`src/design/srlos_pkg.sv`:
```
`default_nettype none
package srlos_pkg;

   // field widths of the request words and of the CSR write
   localparam int COORD_W         = 16;
   localparam int SIZE_W          = 15;
   localparam int INDEX_W         = 4;
   localparam int CSR_W           = 5;
   localparam int COORD_FRAC_BITS = 4;

   // defaults for the top level parameters
   localparam int MAX_WALLS_DEF   = 16;
   localparam int T_FRAC_BITS_DEF = 16;

   // request modes
   localparam logic MODE_WRITE = 1'b0;
   localparam logic MODE_QUERY = 1'b1;

   // one wall entry of the table
   typedef struct packed {
      logic signed [COORD_W-1:0] x;
      logic signed [COORD_W-1:0] y;
      logic [SIZE_W-1:0]         w;
      logic [SIZE_W-1:0]         h;
   } wall_type;

   typedef enum logic [3:0] {
      ST_IDLE,
      ST_READ,
      ST_AXIS,
      ST_WAIT_LO,
      ST_WAIT_HI,
      ST_CHECK,
      ST_NEXT,
      ST_RESP
   } state_type;

   // controller to datapath
   typedef struct packed {
      logic wr_wall;
      logic load_query;
      logic rd_wall;
      logic inc_idx;
      logic axis;
      logic edge_hi;
      logic div_start;
      logic save_t1;
      logic update;
      logic set_hit;
   } cmd_type;

   // datapath to controller
   typedef struct packed {
      logic n_zero;
      logic last;
      logic delta_zero;
      logic in_slab;
      logic t_ok;
      logic div_busy;
      logic div_done;
   } status_type;

endpackage
`default_nettype wire

```
`src/design/srlos_if.sv`:
```
`default_nettype none
interface srlos_req_if;
   logic                                  valid;
   logic                                  ready;
   logic                                  mode;
   logic [srlos_pkg::INDEX_W-1:0]         wall_index;
   logic signed [srlos_pkg::COORD_W-1:0]  rect_x;
   logic signed [srlos_pkg::COORD_W-1:0]  rect_y;
   logic [srlos_pkg::SIZE_W-1:0]          rect_w;
   logic [srlos_pkg::SIZE_W-1:0]          rect_h;
   logic signed [srlos_pkg::COORD_W-1:0]  start_x;
   logic signed [srlos_pkg::COORD_W-1:0]  start_y;
   logic signed [srlos_pkg::COORD_W-1:0]  end_x;
   logic signed [srlos_pkg::COORD_W-1:0]  end_y;

   modport source (output valid, mode, wall_index, rect_x, rect_y, rect_w, rect_h,
                   start_x, start_y, end_x, end_y, input ready);
   modport sink   (input valid, mode, wall_index, rect_x, rect_y, rect_w, rect_h,
                   start_x, start_y, end_x, end_y, output ready);
endinterface

interface srlos_rsp_if;
   logic valid;
   logic ready;
   logic line_clear;

   modport source (output valid, line_clear, input ready);
   modport sink   (input valid, line_clear, output ready);
endinterface
`default_nettype wire

```
`src/design/segment_rect_line_of_sight_core.sv`:
```
`default_nettype none
// Line-of-sight tester over a table of axis-aligned walls.
// req_chan carries request words: mode write stores one wall (left, top,
// width, height) at wall_index and gives no response; mode query gives a
// segment and yields one rsp_chan word, line_clear = 1 when no wall in use
// crosses it. csr_we/csr_wdata set walls_in_use, the count of entries tested
// from entry 0 up (saturated at MAX_WALLS); write it only while idle.
// A write word is taken without leaving idle. A query tests each wall in
// turn with the single serial divider, which produces one quotient bit a
// cycle and is used for both edges of both axes. A wall found hit ends
// the walk early.
// One word is in work at a time: req_chan.ready is high only while idle, and
// the response waits in place while rsp_chan.ready is low.
// Reset clears walls_in_use to 0 and the controller to idle; the wall table
// is not cleared and must be written before a query tests an entry.
module segment_rect_line_of_sight_core #(
   parameter int MAX_WALLS   = srlos_pkg::MAX_WALLS_DEF,
   parameter int T_FRAC_BITS = srlos_pkg::T_FRAC_BITS_DEF
) (
   input  wire logic                            clock,
   input  wire logic                            reset,
   srlos_req_if.sink                            req_chan,
   srlos_rsp_if.source                          rsp_chan,
   input  wire logic                            csr_we,
   input  wire logic [srlos_pkg::CSR_W-1:0]     csr_wdata
);

   srlos_pkg::cmd_type    cmd;
   srlos_pkg::status_type status;
   logic                  req_ready;
   logic                  rsp_valid;
   logic                  line_clear;

   srlos_ctrl u_ctrl (
      .clock     (clock),
      .reset     (reset),
      .req_valid (req_chan.valid),
      .req_mode  (req_chan.mode),
      .req_ready (req_ready),
      .rsp_valid (rsp_valid),
      .rsp_ready (rsp_chan.ready),
      .cmd       (cmd),
      .status    (status)
   );

   srlos_datapath #(
      .MAX_WALLS   (MAX_WALLS),
      .T_FRAC_BITS (T_FRAC_BITS)
   ) u_datapath (
      .clock      (clock),
      .reset      (reset),
      .cmd        (cmd),
      .status     (status),
      .csr_we     (csr_we),
      .csr_wdata  (csr_wdata),
      .wall_index (req_chan.wall_index),
      .rect_x     (req_chan.rect_x),
      .rect_y     (req_chan.rect_y),
      .rect_w     (req_chan.rect_w),
      .rect_h     (req_chan.rect_h),
      .start_x    (req_chan.start_x),
      .start_y    (req_chan.start_y),
      .end_x      (req_chan.end_x),
      .end_y      (req_chan.end_y),
      .line_clear (line_clear)
   );

   assign req_chan.ready      = req_ready;
   assign rsp_chan.valid      = rsp_valid;
   assign rsp_chan.line_clear = line_clear;

endmodule
`default_nettype wire

```
`src/design/srlos_div.sv`:
```
`default_nettype none
// Serial restoring divider, sign and magnitude, one quotient bit a cycle.
// Computes (numer << T_FRAC_BITS) / denom truncated toward zero.
module srlos_div #(
   parameter int T_FRAC_BITS = srlos_pkg::T_FRAC_BITS_DEF
) (
   input  wire logic                            clock,
   input  wire logic                            reset,
   input  wire logic                            start,
   input  wire logic signed [17:0]              numer,
   input  wire logic signed [16:0]              denom,
   output logic                                 busy,
   output logic                                 done,
   output logic signed [T_FRAC_BITS+17:0]       quot
);

   localparam int QW = 17 + T_FRAC_BITS;
   localparam int CW = $clog2(QW + 1);

   logic              busy_ff, busy_in;
   logic              done_ff, done_in;
   logic              neg_ff, neg_in;
   logic [15:0]       den_ff, den_in;
   logic [15:0]       rem_ff, rem_in;
   logic [QW-1:0]     quo_ff, quo_in;
   logic [CW-1:0]     cnt_ff, cnt_in;
   logic [17:0]       num_mag;
   logic [16:0]       den_mag;
   logic [16:0]       trial;
   logic [16:0]       diff;
   logic              ge;

   // take magnitudes of the operands
   assign num_mag = numer[17] ? 18'(-numer) : 18'(numer);
   assign den_mag = denom[16] ? 17'(-denom) : 17'(denom);

   // one restoring step
   assign trial = {rem_ff, quo_ff[QW-1]};
   assign diff  = trial - {1'b0, den_ff};
   assign ge    = (trial >= {1'b0, den_ff});

   always_comb begin
      busy_in = busy_ff;
      done_in = 1'b0;
      neg_in  = neg_ff;
      den_in  = den_ff;
      rem_in  = rem_ff;
      quo_in  = quo_ff;
      cnt_in  = cnt_ff;
      if (start && !busy_ff) begin
         busy_in = 1'b1;
         neg_in  = numer[17] ^ denom[16];
         den_in  = den_mag[15:0];
         rem_in  = '0;
         quo_in  = {num_mag[16:0], {T_FRAC_BITS{1'b0}}};
         cnt_in  = '0;
      end else if (busy_ff) begin
         rem_in = ge ? diff[15:0] : trial[15:0];
         quo_in = {quo_ff[QW-2:0], ge};
         cnt_in = cnt_ff + CW'(1);
         if (cnt_ff == CW'(QW - 1)) begin
            busy_in = 1'b0;
            done_in = 1'b1;
         end
      end
   end

   always_ff @(posedge clock) begin
      if (reset) begin
         busy_ff <= 1'b0;
         done_ff <= 1'b0;
      end else begin
         busy_ff <= busy_in;
         done_ff <= done_in;
      end
   end

   always_ff @(posedge clock) begin
      neg_ff <= neg_in;
      den_ff <= den_in;
      rem_ff <= rem_in;
      quo_ff <= quo_in;
      cnt_ff <= cnt_in;
   end

   // apply the sign
   assign quot = neg_ff ? -$signed({1'b0, quo_ff}) : $signed({1'b0, quo_ff});
   assign busy = busy_ff;
   assign done = done_ff;

endmodule
`default_nettype wire

```
`src/design/srlos_datapath.sv`:
```
`default_nettype none
module srlos_datapath #(
   parameter int MAX_WALLS   = srlos_pkg::MAX_WALLS_DEF,
   parameter int T_FRAC_BITS = srlos_pkg::T_FRAC_BITS_DEF
) (
   input  wire logic                                 clock,
   input  wire logic                                 reset,
   input  wire srlos_pkg::cmd_type                   cmd,
   output srlos_pkg::status_type                     status,
   input  wire logic                                 csr_we,
   input  wire logic [srlos_pkg::CSR_W-1:0]          csr_wdata,
   input  wire logic [srlos_pkg::INDEX_W-1:0]        wall_index,
   input  wire logic signed [srlos_pkg::COORD_W-1:0] rect_x,
   input  wire logic signed [srlos_pkg::COORD_W-1:0] rect_y,
   input  wire logic [srlos_pkg::SIZE_W-1:0]         rect_w,
   input  wire logic [srlos_pkg::SIZE_W-1:0]         rect_h,
   input  wire logic signed [srlos_pkg::COORD_W-1:0] start_x,
   input  wire logic signed [srlos_pkg::COORD_W-1:0] start_y,
   input  wire logic signed [srlos_pkg::COORD_W-1:0] end_x,
   input  wire logic signed [srlos_pkg::COORD_W-1:0] end_y,
   output logic                                      line_clear
);

   localparam int IDX_W = (MAX_WALLS > 1) ? $clog2(MAX_WALLS) : 1;
   localparam int N_W   = $clog2(MAX_WALLS + 1);
   localparam int TW    = T_FRAC_BITS + 18;

   srlos_pkg::wall_type       wall_mem [MAX_WALLS];
   srlos_pkg::wall_type       wall_ff;
   logic [srlos_pkg::CSR_W-1:0] walls_ff;
   logic [IDX_W-1:0]          idx_ff;
   logic signed [15:0]        sx_ff, sy_ff;
   logic signed [16:0]        dx_ff, dy_ff;
   logic signed [TW-1:0]      t1_ff, tmin_ff, tmax_ff;
   logic signed [TW-1:0]      tmin_in, tmax_in;
   logic                      clear_ff;
   logic [N_W-1:0]            n_eff;
   logic                      wr_ok;

   logic signed [16:0]        lo, hi, s, dlt;
   logic [14:0]               size;
   logic signed [17:0]        numer;
   logic signed [TW-1:0]      quot, ta, tb;
   logic                      div_busy, div_done;

   // store a wall word; entries beyond the table are dropped
   assign wr_ok = cmd.wr_wall && (32'(wall_index) < MAX_WALLS);

   always_ff @(posedge clock) begin
      if (wr_ok) begin
         wall_mem[IDX_W'(wall_index)] <= '{x: rect_x, y: rect_y, w: rect_w, h: rect_h};
      end
      if (cmd.rd_wall) begin
         wall_ff <= wall_mem[idx_ff];
      end
   end

   // wall count register
   always_ff @(posedge clock) begin
      if (reset) begin
         walls_ff <= '0;
      end else if (csr_we) begin
         walls_ff <= csr_wdata;
      end
   end

   always_comb begin
      if (32'(walls_ff) > MAX_WALLS) begin
         n_eff = N_W'(MAX_WALLS);
      end else begin
         n_eff = N_W'(walls_ff);
      end
   end

   // hold the query and walk the table index
   always_ff @(posedge clock) begin
      if (cmd.load_query) begin
         sx_ff <= start_x;
         sy_ff <= start_y;
         dx_ff <= {end_x[15], end_x} - {start_x[15], start_x};
         dy_ff <= {end_y[15], end_y} - {start_y[15], start_y};
      end
   end

   always_ff @(posedge clock) begin
      if (reset) begin
         idx_ff   <= '0;
         clear_ff <= 1'b1;
      end else begin
         if (cmd.load_query) begin
            idx_ff   <= '0;
            clear_ff <= 1'b1;
         end else if (cmd.inc_idx) begin
            idx_ff <= idx_ff + IDX_W'(1);
         end
         if (cmd.set_hit) begin
            clear_ff <= 1'b0;
         end
      end
   end

   // select the slab of the current axis
   always_comb begin
      if (cmd.axis) begin
         lo   = {wall_ff.y[15], wall_ff.y};
         size = wall_ff.h;
         s    = {sy_ff[15], sy_ff};
         dlt  = dy_ff;
      end else begin
         lo   = {wall_ff.x[15], wall_ff.x};
         size = wall_ff.w;
         s    = {sx_ff[15], sx_ff};
         dlt  = dx_ff;
      end
      hi = lo + $signed({2'b00, size});
      if (cmd.edge_hi) begin
         numer = {hi[16], hi} - {s[16], s};
      end else begin
         numer = {lo[16], lo} - {s[16], s};
      end
   end

   srlos_div #(
      .T_FRAC_BITS (T_FRAC_BITS)
   ) u_div (
      .clock (clock),
      .reset (reset),
      .start (cmd.div_start),
      .numer (numer),
      .denom (dlt),
      .busy  (div_busy),
      .done  (div_done),
      .quot  (quot)
   );

   // order the two crossings and clip the interval
   always_comb begin
      if (t1_ff > quot) begin
         ta = quot;
         tb = t1_ff;
      end else begin
         ta = t1_ff;
         tb = quot;
      end
      tmin_in = (ta > tmin_ff) ? ta : tmin_ff;
      tmax_in = (tb < tmax_ff) ? tb : tmax_ff;
   end

   always_ff @(posedge clock) begin
      if (cmd.save_t1) begin
         t1_ff <= quot;
      end
      if (cmd.rd_wall) begin
         tmin_ff <= '0;
         tmax_ff <= $signed({{(TW-T_FRAC_BITS-1){1'b0}}, 1'b1, {T_FRAC_BITS{1'b0}}});
      end else if (cmd.update) begin
         tmin_ff <= tmin_in;
         tmax_ff <= tmax_in;
      end
   end

   assign status.n_zero     = (walls_ff == '0);
   assign status.last       = ((N_W'(idx_ff) + N_W'(1)) == n_eff);
   assign status.delta_zero = (dlt == '0);
   assign status.in_slab    = (s >= lo) && (s <= hi);
   assign status.t_ok       = (tmin_ff <= tmax_ff);
   assign status.div_busy   = div_busy;
   assign status.div_done   = div_done;
   assign line_clear        = clear_ff;

endmodule
`default_nettype wire

```
`src/design/srlos_ctrl.sv`:
```
`default_nettype none
module srlos_ctrl (
   input  wire logic                    clock,
   input  wire logic                    reset,
   input  wire logic                    req_valid,
   input  wire logic                    req_mode,
   output logic                         req_ready,
   output logic                         rsp_valid,
   input  wire logic                    rsp_ready,
   output srlos_pkg::cmd_type           cmd,
   input  wire srlos_pkg::status_type   status
);

   srlos_pkg::state_type state_ff, state_in;
   logic                 axis_ff, axis_in;

   always_ff @(posedge clock) begin
      if (reset) begin
         state_ff <= srlos_pkg::ST_IDLE;
         axis_ff  <= 1'b0;
      end else begin
         state_ff <= state_in;
         axis_ff  <= axis_in;
      end
   end

   // sequence walls, axes and the two divisions of each axis
   always_comb begin
      state_in  = state_ff;
      axis_in   = axis_ff;
      cmd       = '0;
      cmd.axis  = axis_ff;
      req_ready = 1'b0;
      rsp_valid = 1'b0;
      case (state_ff)
         srlos_pkg::ST_IDLE: begin
            req_ready = 1'b1;
            if (req_valid) begin
               if (req_mode == srlos_pkg::MODE_WRITE) begin
                  cmd.wr_wall = 1'b1;
               end else begin
                  cmd.load_query = 1'b1;
                  state_in = status.n_zero ? srlos_pkg::ST_RESP : srlos_pkg::ST_READ;
               end
            end
         end
         srlos_pkg::ST_READ: begin
            cmd.rd_wall = 1'b1;
            axis_in     = 1'b0;
            state_in    = srlos_pkg::ST_AXIS;
         end
         srlos_pkg::ST_AXIS: begin
            if (status.delta_zero) begin
               if (!status.in_slab) begin
                  state_in = srlos_pkg::ST_NEXT;
               end else if (axis_ff) begin
                  cmd.set_hit = 1'b1;
                  state_in    = srlos_pkg::ST_RESP;
               end else begin
                  axis_in = 1'b1;
               end
            end else begin
               cmd.div_start = 1'b1;
               state_in      = srlos_pkg::ST_WAIT_LO;
            end
         end
         srlos_pkg::ST_WAIT_LO: begin
            if (status.div_done) begin
               cmd.save_t1   = 1'b1;
               cmd.edge_hi   = 1'b1;
               cmd.div_start = 1'b1;
               state_in      = srlos_pkg::ST_WAIT_HI;
            end
         end
         srlos_pkg::ST_WAIT_HI: begin
            cmd.edge_hi = 1'b1;
            if (status.div_done) begin
               cmd.update = 1'b1;
               state_in   = srlos_pkg::ST_CHECK;
            end
         end
         srlos_pkg::ST_CHECK: begin
            if (!status.t_ok) begin
               state_in = srlos_pkg::ST_NEXT;
            end else if (axis_ff) begin
               cmd.set_hit = 1'b1;
               state_in    = srlos_pkg::ST_RESP;
            end else begin
               axis_in  = 1'b1;
               state_in = srlos_pkg::ST_AXIS;
            end
         end
         srlos_pkg::ST_NEXT: begin
            if (status.last) begin
               state_in = srlos_pkg::ST_RESP;
            end else begin
               cmd.inc_idx = 1'b1;
               state_in    = srlos_pkg::ST_READ;
            end
         end
         srlos_pkg::ST_RESP: begin
            rsp_valid = 1'b1;
            if (rsp_ready) begin
               state_in = srlos_pkg::ST_IDLE;
            end
         end
         default: begin
            state_in = srlos_pkg::ST_IDLE;
         end
      endcase
   end

   // divider is only started while idle
   a_start_idle: assert property (@(posedge clock) disable iff (reset)
      cmd.div_start |-> !status.div_busy)
      else $error("divider started while busy");

   // a quotient only arrives while one is awaited
   a_done_wait: assert property (@(posedge clock) disable iff (reset)
      status.div_done |->
         (state_ff == srlos_pkg::ST_WAIT_LO || state_ff == srlos_pkg::ST_WAIT_HI))
      else $error("unexpected divider result");

   // never step past the last wall in use
   a_idx_range: assert property (@(posedge clock) disable iff (reset)
      cmd.inc_idx |-> !status.last)
      else $error("wall index stepped past the last wall");

   // a hit ends the walk with a response
   a_hit_resp: assert property (@(posedge clock) disable iff (reset)
      cmd.set_hit |=> state_ff == srlos_pkg::ST_RESP)
      else $error("hit without response");

endmodule
`default_nettype wire

```
`src/flat_wrapper.sv`:
```
// flat-port wrapper written by rule: the top's interface ports become plain ports
module segment_rect_line_of_sight_core_flat 
#(
   parameter int MAX_WALLS   = srlos_pkg::MAX_WALLS_DEF,
   parameter int T_FRAC_BITS = srlos_pkg::T_FRAC_BITS_DEF
)
  (clock, reset, csr_we, csr_wdata, req_chan_valid, req_chan_mode, req_chan_wall_index, req_chan_rect_x, req_chan_rect_y, req_chan_rect_w, req_chan_rect_h, req_chan_start_x, req_chan_start_y, req_chan_end_x, req_chan_end_y, req_chan_ready, rsp_chan_valid, rsp_chan_line_clear, rsp_chan_ready);
  srlos_req_if req_chan_i ();
  srlos_rsp_if rsp_chan_i ();
  input  wire logic clock;
  input  wire logic reset;
  input  wire logic csr_we;
  input  wire logic [srlos_pkg::CSR_W-1:0] csr_wdata;
  input wire logic [$bits(req_chan_i.valid)-1:0] req_chan_valid;
  input wire logic [$bits(req_chan_i.mode)-1:0] req_chan_mode;
  input wire logic [$bits(req_chan_i.wall_index)-1:0] req_chan_wall_index;
  input wire logic [$bits(req_chan_i.rect_x)-1:0] req_chan_rect_x;
  input wire logic [$bits(req_chan_i.rect_y)-1:0] req_chan_rect_y;
  input wire logic [$bits(req_chan_i.rect_w)-1:0] req_chan_rect_w;
  input wire logic [$bits(req_chan_i.rect_h)-1:0] req_chan_rect_h;
  input wire logic [$bits(req_chan_i.start_x)-1:0] req_chan_start_x;
  input wire logic [$bits(req_chan_i.start_y)-1:0] req_chan_start_y;
  input wire logic [$bits(req_chan_i.end_x)-1:0] req_chan_end_x;
  input wire logic [$bits(req_chan_i.end_y)-1:0] req_chan_end_y;
  output wire logic [$bits(req_chan_i.ready)-1:0] req_chan_ready;
  output wire logic [$bits(rsp_chan_i.valid)-1:0] rsp_chan_valid;
  output wire logic [$bits(rsp_chan_i.line_clear)-1:0] rsp_chan_line_clear;
  input wire logic [$bits(rsp_chan_i.ready)-1:0] rsp_chan_ready;
  assign req_chan_i.valid = req_chan_valid;
  assign req_chan_i.mode = req_chan_mode;
  assign req_chan_i.wall_index = req_chan_wall_index;
  assign req_chan_i.rect_x = req_chan_rect_x;
  assign req_chan_i.rect_y = req_chan_rect_y;
  assign req_chan_i.rect_w = req_chan_rect_w;
  assign req_chan_i.rect_h = req_chan_rect_h;
  assign req_chan_i.start_x = req_chan_start_x;
  assign req_chan_i.start_y = req_chan_start_y;
  assign req_chan_i.end_x = req_chan_end_x;
  assign req_chan_i.end_y = req_chan_end_y;
  assign req_chan_ready = req_chan_i.ready;
  assign rsp_chan_valid = rsp_chan_i.valid;
  assign rsp_chan_line_clear = rsp_chan_i.line_clear;
  assign rsp_chan_i.ready = rsp_chan_ready;
  segment_rect_line_of_sight_core #(.MAX_WALLS(MAX_WALLS), .T_FRAC_BITS(T_FRAC_BITS)) u_core (.clock(clock), .reset(reset), .req_chan(req_chan_i), .rsp_chan(rsp_chan_i), .csr_we(csr_we), .csr_wdata(csr_wdata));
endmodule
```
`config.mk`:
```
export PLATFORM = sky130hd
export DESIGN_NAME = segment_rect_line_of_sight_core_flat
export DESIGN_NICKNAME = d
export VERILOG_FILES = /design/src/design/srlos_pkg.sv /design/src/design/srlos_if.sv /design/src/design/segment_rect_line_of_sight_core.sv /design/src/design/srlos_div.sv /design/src/design/srlos_datapath.sv /design/src/design/srlos_ctrl.sv /design/src/flat_wrapper.sv
export SDC_FILE = /design/constraint.sdc
export NUM_CORES = 2
export LEC_CHECK = 0
export ABC_CLOCK_PERIOD_IN_PS = 11330
export BUFFER_PORTS_ARGS = -buffer_cell sky130_fd_sc_hd__buf_4
export CAP_MARGIN = 5
export CELL_PAD_IN_SITES_DETAIL_PLACEMENT = 1
export CELL_PAD_IN_SITES_GLOBAL_PLACEMENT = 2
export CORE_UTILIZATION = 51
export CTS_CLUSTER_DIAMETER = 30
export CTS_CLUSTER_SIZE = 30
export DETAILED_ROUTE_END_ITERATION = 6
export PLACE_DENSITY = 0.95
export SYNTH_ARGS = -nofsm -noshare
export SYNTH_HDL_FRONTEND = slang
export SYNTH_SLANG_ARGS = --single-unit
export TNS_END_PERCENT = 5
```
`constraint.sdc`:
```
create_clock -name clock -period 11.33 [get_ports clock]
set_input_delay 0 -clock clock [delete_from_list [all_inputs] [get_ports clock]]
set_output_delay 0 -clock clock [all_outputs]
set_load 0.1 [all_outputs]
```
After elaboration in Yosys (flattened, before gate mapping)
Memory sizes are Yosys's and may differ from the RTL's. A register that Yosys moved wholly into a read port is not among the register bits.
Index checks and enable logic that the tools add are counted.
{ "word_totals": {"register_bits": 257, "latchBits": 0, "mem_bits_rw": 992, "romBits": 0, "in_bits": 141, "out_inout_bits": 3, "word_cells": 136, "n_memories": 1} }
{ "mem_list": {"columns": ["name", "depth", "word_bits", "rd", "rd_clocked_by_memory_dff", "wr", "line", "text"], "rows": [
  ["u_core.u_datapath.wall_mem", 16, 62, 1, 1, 1, "srlos_datapath.sv:28", "srlos_pkg::wall_type wall_mem [MAX_WALLS];"]
]} }
{ "op_classes": {"addsub": 12, "n_mul": 0, "n_div": 0, "magnitude_cmp": 8, "eq_ne": 18, "n_shift": 0, "mux": 60, "n_bitwise": 2, "n_reduce_logical": 15} }
{ "ops": {"columns": ["op", "count"], "rows": [
  ["two-way mux 34 bit", 3],
  ["> comparator 34 bit", 2],
  ["two-way mux 17 bit", 4],
  ["two-way mux 33 bit", 2],
  ["subtractor 17 x 17 -> 18 bit", 2],
  ["less-or-equal comparator 34 bit", 1],
  ["less-than comparator 34 bit", 1],
  ["negator 33 -> 34 bit", 1],
  ["subtractor 16 x 16 -> 17 bit", 2],
  ["two-way mux 16 bit", 2],
  ["two-way mux 4 bit", 8],
  ["one-hot mux 4 bit (8 select lines)", 1],
  ["two-way mux 1 bit", 26],
  ["two-way mux 18 bit", 1],
  ["adder 17 x 16 -> 17 bit", 1],
  [">= comparator 17 x 16 -> 1 bit", 1],
  [">= comparator 17 bit", 1],
  ["less-or-equal comparator 17 bit", 1],
  ["zero test 17 bit", 1],
  ["negator 17 bit", 1],
  ["equality test 4 x 3 -> 1 bit (second input constant)", 4],
  ["negator 16 bit", 1],
  ["subtractor 16 bit", 1],
  ["two-way mux 15 bit", 1],
  ["other kinds (29)", 46]
]} }

Logic depth before layout (Yosys ltp)
{ "logic_depth": {"word_depth": 8, "ltp_mapped": 35} }

By module
A second synthesis with hierarchy kept.
{ "unflattened": {"hier_cells": 3740, "hier_area_um2": 59027.9} }
{ "modules_own_cells": {"columns": ["module", "n_inst", "cells_per_inst", "area_each_um2"], "rows": [
  ["srlos_datapath", 1, 3100, 53537.6],
  ["srlos_div", 1, 581, 5062.4],
  ["srlos_ctrl", 1, 59, 427.9]
]} }

Worst setup path after synthesis
OpenSTA, ideal clock, no wires.
{ "synth_timing": {"path_kind": "register to register", "from": "reg u_core.u_ctrl.state_ff[0]", "to": "mem u_core.u_datapath.wall_mem[0][0] in the netlist's numbering (enable)", "setup_ns": 0.559, "arrival_time_ns": 7.978, "required_ns": 10.771, "path_slack_ns": 2.793, "path_stages_with_launch": 8, "path_buffers": 2, "period_less_slack_ns": 8.537, "path_cell_list": "dfxtp_1 > clkbuf_1 > clkbuf_1 > nor3_1 > nand2_1 > or2_2 > or3_1 > nor3_1"} }
{ "synth_between": {"elab_chain_len": 4} }
{ "synth_rtl": {"columns": ["element", "line", "text"], "rows": [
  ["start: declaration", "srlos_ctrl.sv:14", "srlos_pkg::state_type state_ff, state_in;"],
  ["start signal: assignment", "srlos_ctrl.sv:19", "state_ff <= srlos_pkg::ST_IDLE;"],
  ["start signal: assignment", "srlos_ctrl.sv:22", "state_ff <= state_in;"],
  ["zero test 4 bit", "srlos_ctrl.sv:35", "case (state_ff)"],
  ["two-way mux 2 bit", "srlos_ctrl.sv:35", null],
  ["two-way mux 1 bit", "srlos_datapath.sv:50", "if (wr_ok) begin"],
  ["two-way mux 1 bit (not written as such)", "srlos_datapath.sv:51", "wall_mem[IDX_W'(wall_index)] <= '{x: rect_x, y: rect_y, w: rect_w, h: rect_h};"],
  ["end: declaration", "srlos_datapath.sv:28", null]
]} }
No other way between the ends.

Worst setup path in the final report
{ "layout_timing": {"from": "reg u_core.u_datapath.u_div.quo_ff[17]", "to": "reg u_core.u_datapath.tmin_ff[17]"} }
{ "layout_between": {"elab_chain_len": 6} }
{ "layout_rtl": {"columns": ["element", "line", "text"], "rows": [
  ["start: declaration", "srlos_div.sv:25", "logic [QW-1:0] quo_ff, quo_in;"],
  ["start signal: assignment", "srlos_div.sv:82", "quo_ff <= quo_in;"],
  ["negator 33 -> 34 bit", "srlos_div.sv:87", "assign quot = neg_ff ? -$signed({1'b0, quo_ff}) : $signed({1'b0, quo_ff});"],
  ["two-way mux 34 bit *", "srlos_div.sv:87", null],
  ["> comparator 34 bit *", "srlos_datapath.sv:138", "if (t1_ff > quot) begin"],
  ["two-way mux 34 bit *", "srlos_datapath.sv:138", null],
  ["via u_core.u_datapath.ta[11]", "srlos_datapath.sv:43", "logic signed [TW-1:0] quot, ta, tb;"],
  ["> comparator 34 bit *", "srlos_datapath.sv:145", "tmin_in = (ta > tmin_ff) ? ta : tmin_ff;"],
  ["AND reduction 2 bit (no line) *", null, null],
  ["end signal: assignment", "srlos_datapath.sv:157", "tmin_ff <= tmin_in;"],
  ["end: declaration", "srlos_datapath.sv:34", "logic signed [TW-1:0] t1_ff, tmin_ff, tmax_ff;"]
]} }
Mark *: on every way through the listed nets, which the timed path passes. The rest lies on a longest branch.
A chain may end at the register's enable or synchronous reset.

==> flow_metrics.py <==
metrics = {
    "synth": {
        "yosys_warnings": 0,
        "synthCells": 3669,
        "synth_seq_cells": 1310,
        "synth_cell_type_count": 78,
        "synth_area_um2": 58700,
        "synth-edff-count": 1188,
        "async_reset_ff_share_pct": 0,
        "ys_seq_area_share_pct": 65.0,
        "ys.flop_type": "edfxtp_1",
        "synth_area_per_cell_um2": 16.0,
        "synthesis.nets": 4051,
    },
    "worst_hold_path": {
        "whs_path_depth": 2,
        "min-delay-path-class": "in2reg",
        "worstHoldStart": "req_chan_rect_y[14]",
        "holdPathEnd": "u_core.u_datapath.wall_mem[6][44]$_DFFE_PP_",
    },
    "cells_and_area": {
        "drive_gt1_share_pct": 23.0,
        "nets": 4641,
        "area_growth_pct": 25.9,
    },
    "grt": {
        "grt_max_degree": 97,
        "antenna_found_initial": 31,
        "grt_pass1_vias": 42500,
        "grt_pass1_wl_um": 316000,
        "grt_use_total_pct": 38.4,
        "globalRoute.totalOverflow": 0,
    },
    "run_status": {
        "failed_checks": "DRC, hold timing, capacitance limit, slew limit",
        "status": "finished with violations",
    },
    "critical_path": {
        "worstPathArrival_ns": 10.03,
        "cp.required_ns": 12.00,
        "worstSetupPathType": "reg2reg",
        "rr_endpoint": "u_core.u_datapath.tmin_ff[17]$_SDFFE_PP0P_",
        "cp-start-kind": "flip-flop",
        "ff2ff_path_depth": 27,
        "critPathMaxFanout": 96,
        "reg2reg_from": "u_core.u_datapath.u_div.quo_ff[17]$_DFFE_PP_",
        "r2r_setup_slack_ns": 1.98,
        "endpoint_kind": "flip-flop",
    },
    "timing": {
        "setup_slack_ns": 1.98,
        "fin_skew_ns": 0.123,
        "fmax_ghz": 0.107,
        "slew_headroom_pct": -12.8,
        "fin_crit_sh_pct": 82.5,
        "tns_ns": 0,
        "rsz0062_at_grt": "no",
        "finalSetupViolCount": 0,
        "tightest_slew_ns": 1.64,
        "post-route-min-period_ns": 9.35,
        "maxSlewViolCount": 6,
        "finalHoldViolCount": 10,
        "whs_ns": -0.0109,
    },
    "floorplan": {
        "die_h_um": 341,
        "start_util_pct": 51.4,
        "die_area_um2": 116000,
        "core-area_um2": 114000,
        "io_pins": 144,
        "die_x_um": 341,
        "rows": 124,
    },
    "clocking": {
        "root_buffer": "clkbuf_16",
        "htreeDepth": 5,
        "cts_setup_buffers": 0,
        "cts_tree": "built",
        "clkTransAtPathRegs_ns": 0.07,
        "clockBufferDepth": 4,
        "insertion_delay_ns": 0.95,
        "cts_made_buffers": 284,
        "numClockSinks": 1310,
    },
    "route": {
        "ant_nets": 0,
        "drt-total-wl_um": 253000,
        "drc_errors": 40,
        "vias": 43400,
        "viasPerCell": 7.23,
        "drt_iter0_drc": 7134,
        "wl_per_cell_um": 42.2,
        "firstDrtPassIters": 7,
    },
    "pwr": {
        "p_per_area_nw_per_um2": 286,
        "total_leakage_power_nw": 26.2,
        "ir_drop_uv": 259,
    },
    "placement": {
        "dp_hpwl_um": 94700,
        "preCtsSetupSlack_ns": 2.51,
        "routabilityCongestion": 0.886,
        "portBuffers": 143,
    },
    "run": {
        "maxCapViolCount": 2,
    },
}
[repair_timing]
| item | 4_1_cts | 5_1_grt |
|---|---|---|
| gates resized for setup | 0 | 0 |
| endpoints found under the hold margin | 1167 | 26 |
| hold buffers | 256 | 3 |
[layout make-up]
cell class	instances	area [µm²]
Fill cell	9915	40300
Sequential cell	1310	38100
Multi-Input combinational cell	1978	19200
Clock buffer	324	7490
Timing Repair Buffer	450	4040
Clock inverter	170	2110
Tap cell	1512	1890
Inverter	235	885
Antenna cell	27	67.6
[Yosys cell counts (10+ instances only)]
master | instances | area (µm²)
a211oi_1 | 19 | 143
a21boi_0 | 14 | 105
a21o_1 | 55 | 413
a21oi_1 | 135 | 676
a22o_1 | 34 | 298
a31oi_1 | 20 | 125
buf_1 | 42 | 158
clkbuf_1 | 97 | 364
dfxtp_1 | 122 | 2440
edfxtp_1 | 1188 | 35700
ha_1 | 235 | 2940
inv_1 | 233 | 875
mux2_2 | 35 | 394
mux2i_1 | 113 | 1130
mux4_2 | 310 | 6980
nand2_1 | 141 | 529
nand2b_1 | 25 | 156
nand3_1 | 50 | 250
nand4_1 | 39 | 244
nor2_1 | 243 | 912
nor2b_1 | 23 | 144
nor3_1 | 36 | 180
o211ai_1 | 22 | 165
o21a_1 | 10 | 75.1
o21ai_0 | 117 | 586
o21bai_1 | 10 | 75.1
o31ai_1 | 12 | 90.1
or3_1 | 13 | 81.3
xnor2_1 | 80 | 701
xor2_1 | 52 | 455
[worst max-delay path by stage]
stage	startpoint	end	slack, ns	depth (start not counted)
floorplan	u_core.u_ctrl.state_ff[0]$_SDFFE_PP0P_	u_core.u_datapath.wall_mem[0][0]$_DFFE_PP_	2.79	7
global placement	u_core.u_datapath.u_div.quo_ff[17]$_DFFE_PP_	u_core.u_datapath.tmin_ff[11]$_SDFFE_PP0P_	2.72	27
detailed placement	u_core.u_datapath.u_div.quo_ff[17]$_DFFE_PP_	u_core.u_datapath.tmin_ff[10]$_SDFFE_PP0P_	2.51	30
CTS	u_core.u_datapath.u_div.quo_ff[17]$_DFFE_PP_	u_core.u_datapath.tmin_ff[17]$_SDFFE_PP0P_	2.16	27
global route	u_core.u_datapath.u_div.quo_ff[17]$_DFFE_PP_	u_core.u_datapath.tmin_ff[10]$_SDFFE_PP0P_	1.45	27
finish	u_core.u_datapath.u_div.quo_ff[17]$_DFFE_PP_	u_core.u_datapath.tmin_ff[17]$_SDFFE_PP0P_	1.98	27
[flip-flops by register name, indices dropped and copies added, names as in the netlist, 17 cells and up]
| name | cells |
|---|---|
| u_core.u_datapath.wall_mem | 992 |
| u_core.u_datapath.wall_ff | 62 |
| u_core.u_datapath.t1_ff | 34 |
| u_core.u_datapath.tmax_ff | 34 |
| u_core.u_datapath.tmin_ff | 34 |
| u_core.u_datapath.u_div.quo_ff | 33 |
| u_core.u_datapath.dx_ff | 17 |
| u_core.u_datapath.dy_ff | 17 |
[layout by cell type, fill, tap and decap left out, types with 34 or more instances in the layout]
master         synthesis  routed
a21oi_1              135     134
a22o_1                34      34
inv_1                233     232
clkbuf_16              0     294
nor2_1               243     229
dlygate4sd3_1          0     259
mux4_2               310     310
nand2_1              141     141
xnor2_1               80      80
mux2_2                35      35
a21o_1                55      55
ha_1                 235     235
buf_4                  0     190
o21ai_0              117     117
mux2i_1              113     113
bufinv_16              0      43
dfxtp_1              122     116
edfxtp_1            1188    1188
clkinv_2               0      44
nand3_1               50      50
nand4_1               39      39
xor2_1                52      52
[layer usage]
layer  wire length (µm)  GRT usage (%)  vias up  share of wire (%)
met3              32400           9.83     1611                 13
li1                   -              -    15700                  -
met2             115000           62.2     4694                 46
met1              80000           45.3    21400                 32
met4              25100           25.7       46                9.9
met5                371              0        -               0.15
[power by group]
part	internal, W	switching, W	total [W]
logic	0.00196	0.00416	0.00612
clock network	0.00572	0.00342	0.00914
registers	0.00560	0.000256	0.00585
total	0.0133	0.00784	0.0211
[metrics by stage]
step	total power, W	area (µm²)	cells	util [%]
after global routing	0.0212	73800	5994	64.6
final	0.0211	73800	6006	64.7
after CTS	0.0195	73800	5976	64.6
after floorplan	0.00922	58700	3669	-
after global placement	0.0104	61600	5226	53.9
after detailed placement	0.0106	61600	5226	53.9
[worst max-delay path, cell delays in order, from the launching register on]
cell and delay [ns]:
edfxtp_1 0.51, or4_1 0.59, or2_4 0.28, nor4_1 0.29, nand2b_1 0.16, nand2b_1 0.21
or2_2 0.33, o41ai_2 0.47, ha_1 0.29, and4_1 0.23, nand2_1 0.06, nor3_1 0.32
nand2_1 0.10, o211ai_1 0.19, a31oi_1 0.09, mux2_4 0.87, buf_4 0.49, o21ai_0 0.20
ha_1 0.36, nand4_1 0.17, a2111oi_0 0.77, o21ai_0 0.22, nand2_1 0.14, mux2i_1 0.13
a211oi_4 0.71, buf_4 0.57, mux2i_1 0.27, nor2_1 0.07
[kinds of logic after synthesis]
kind of cell	count (synthesis)	synth area share, %
compound gates	526	5.88
xor+xnor	135	2.08
fa+ha+maj	242	5.23
buf+inv	381	2.48
flops	1310	65.0
mux	459	14.5
simple gates	616	4.83
Note: power is estimated with default switching activity, not from simulation.
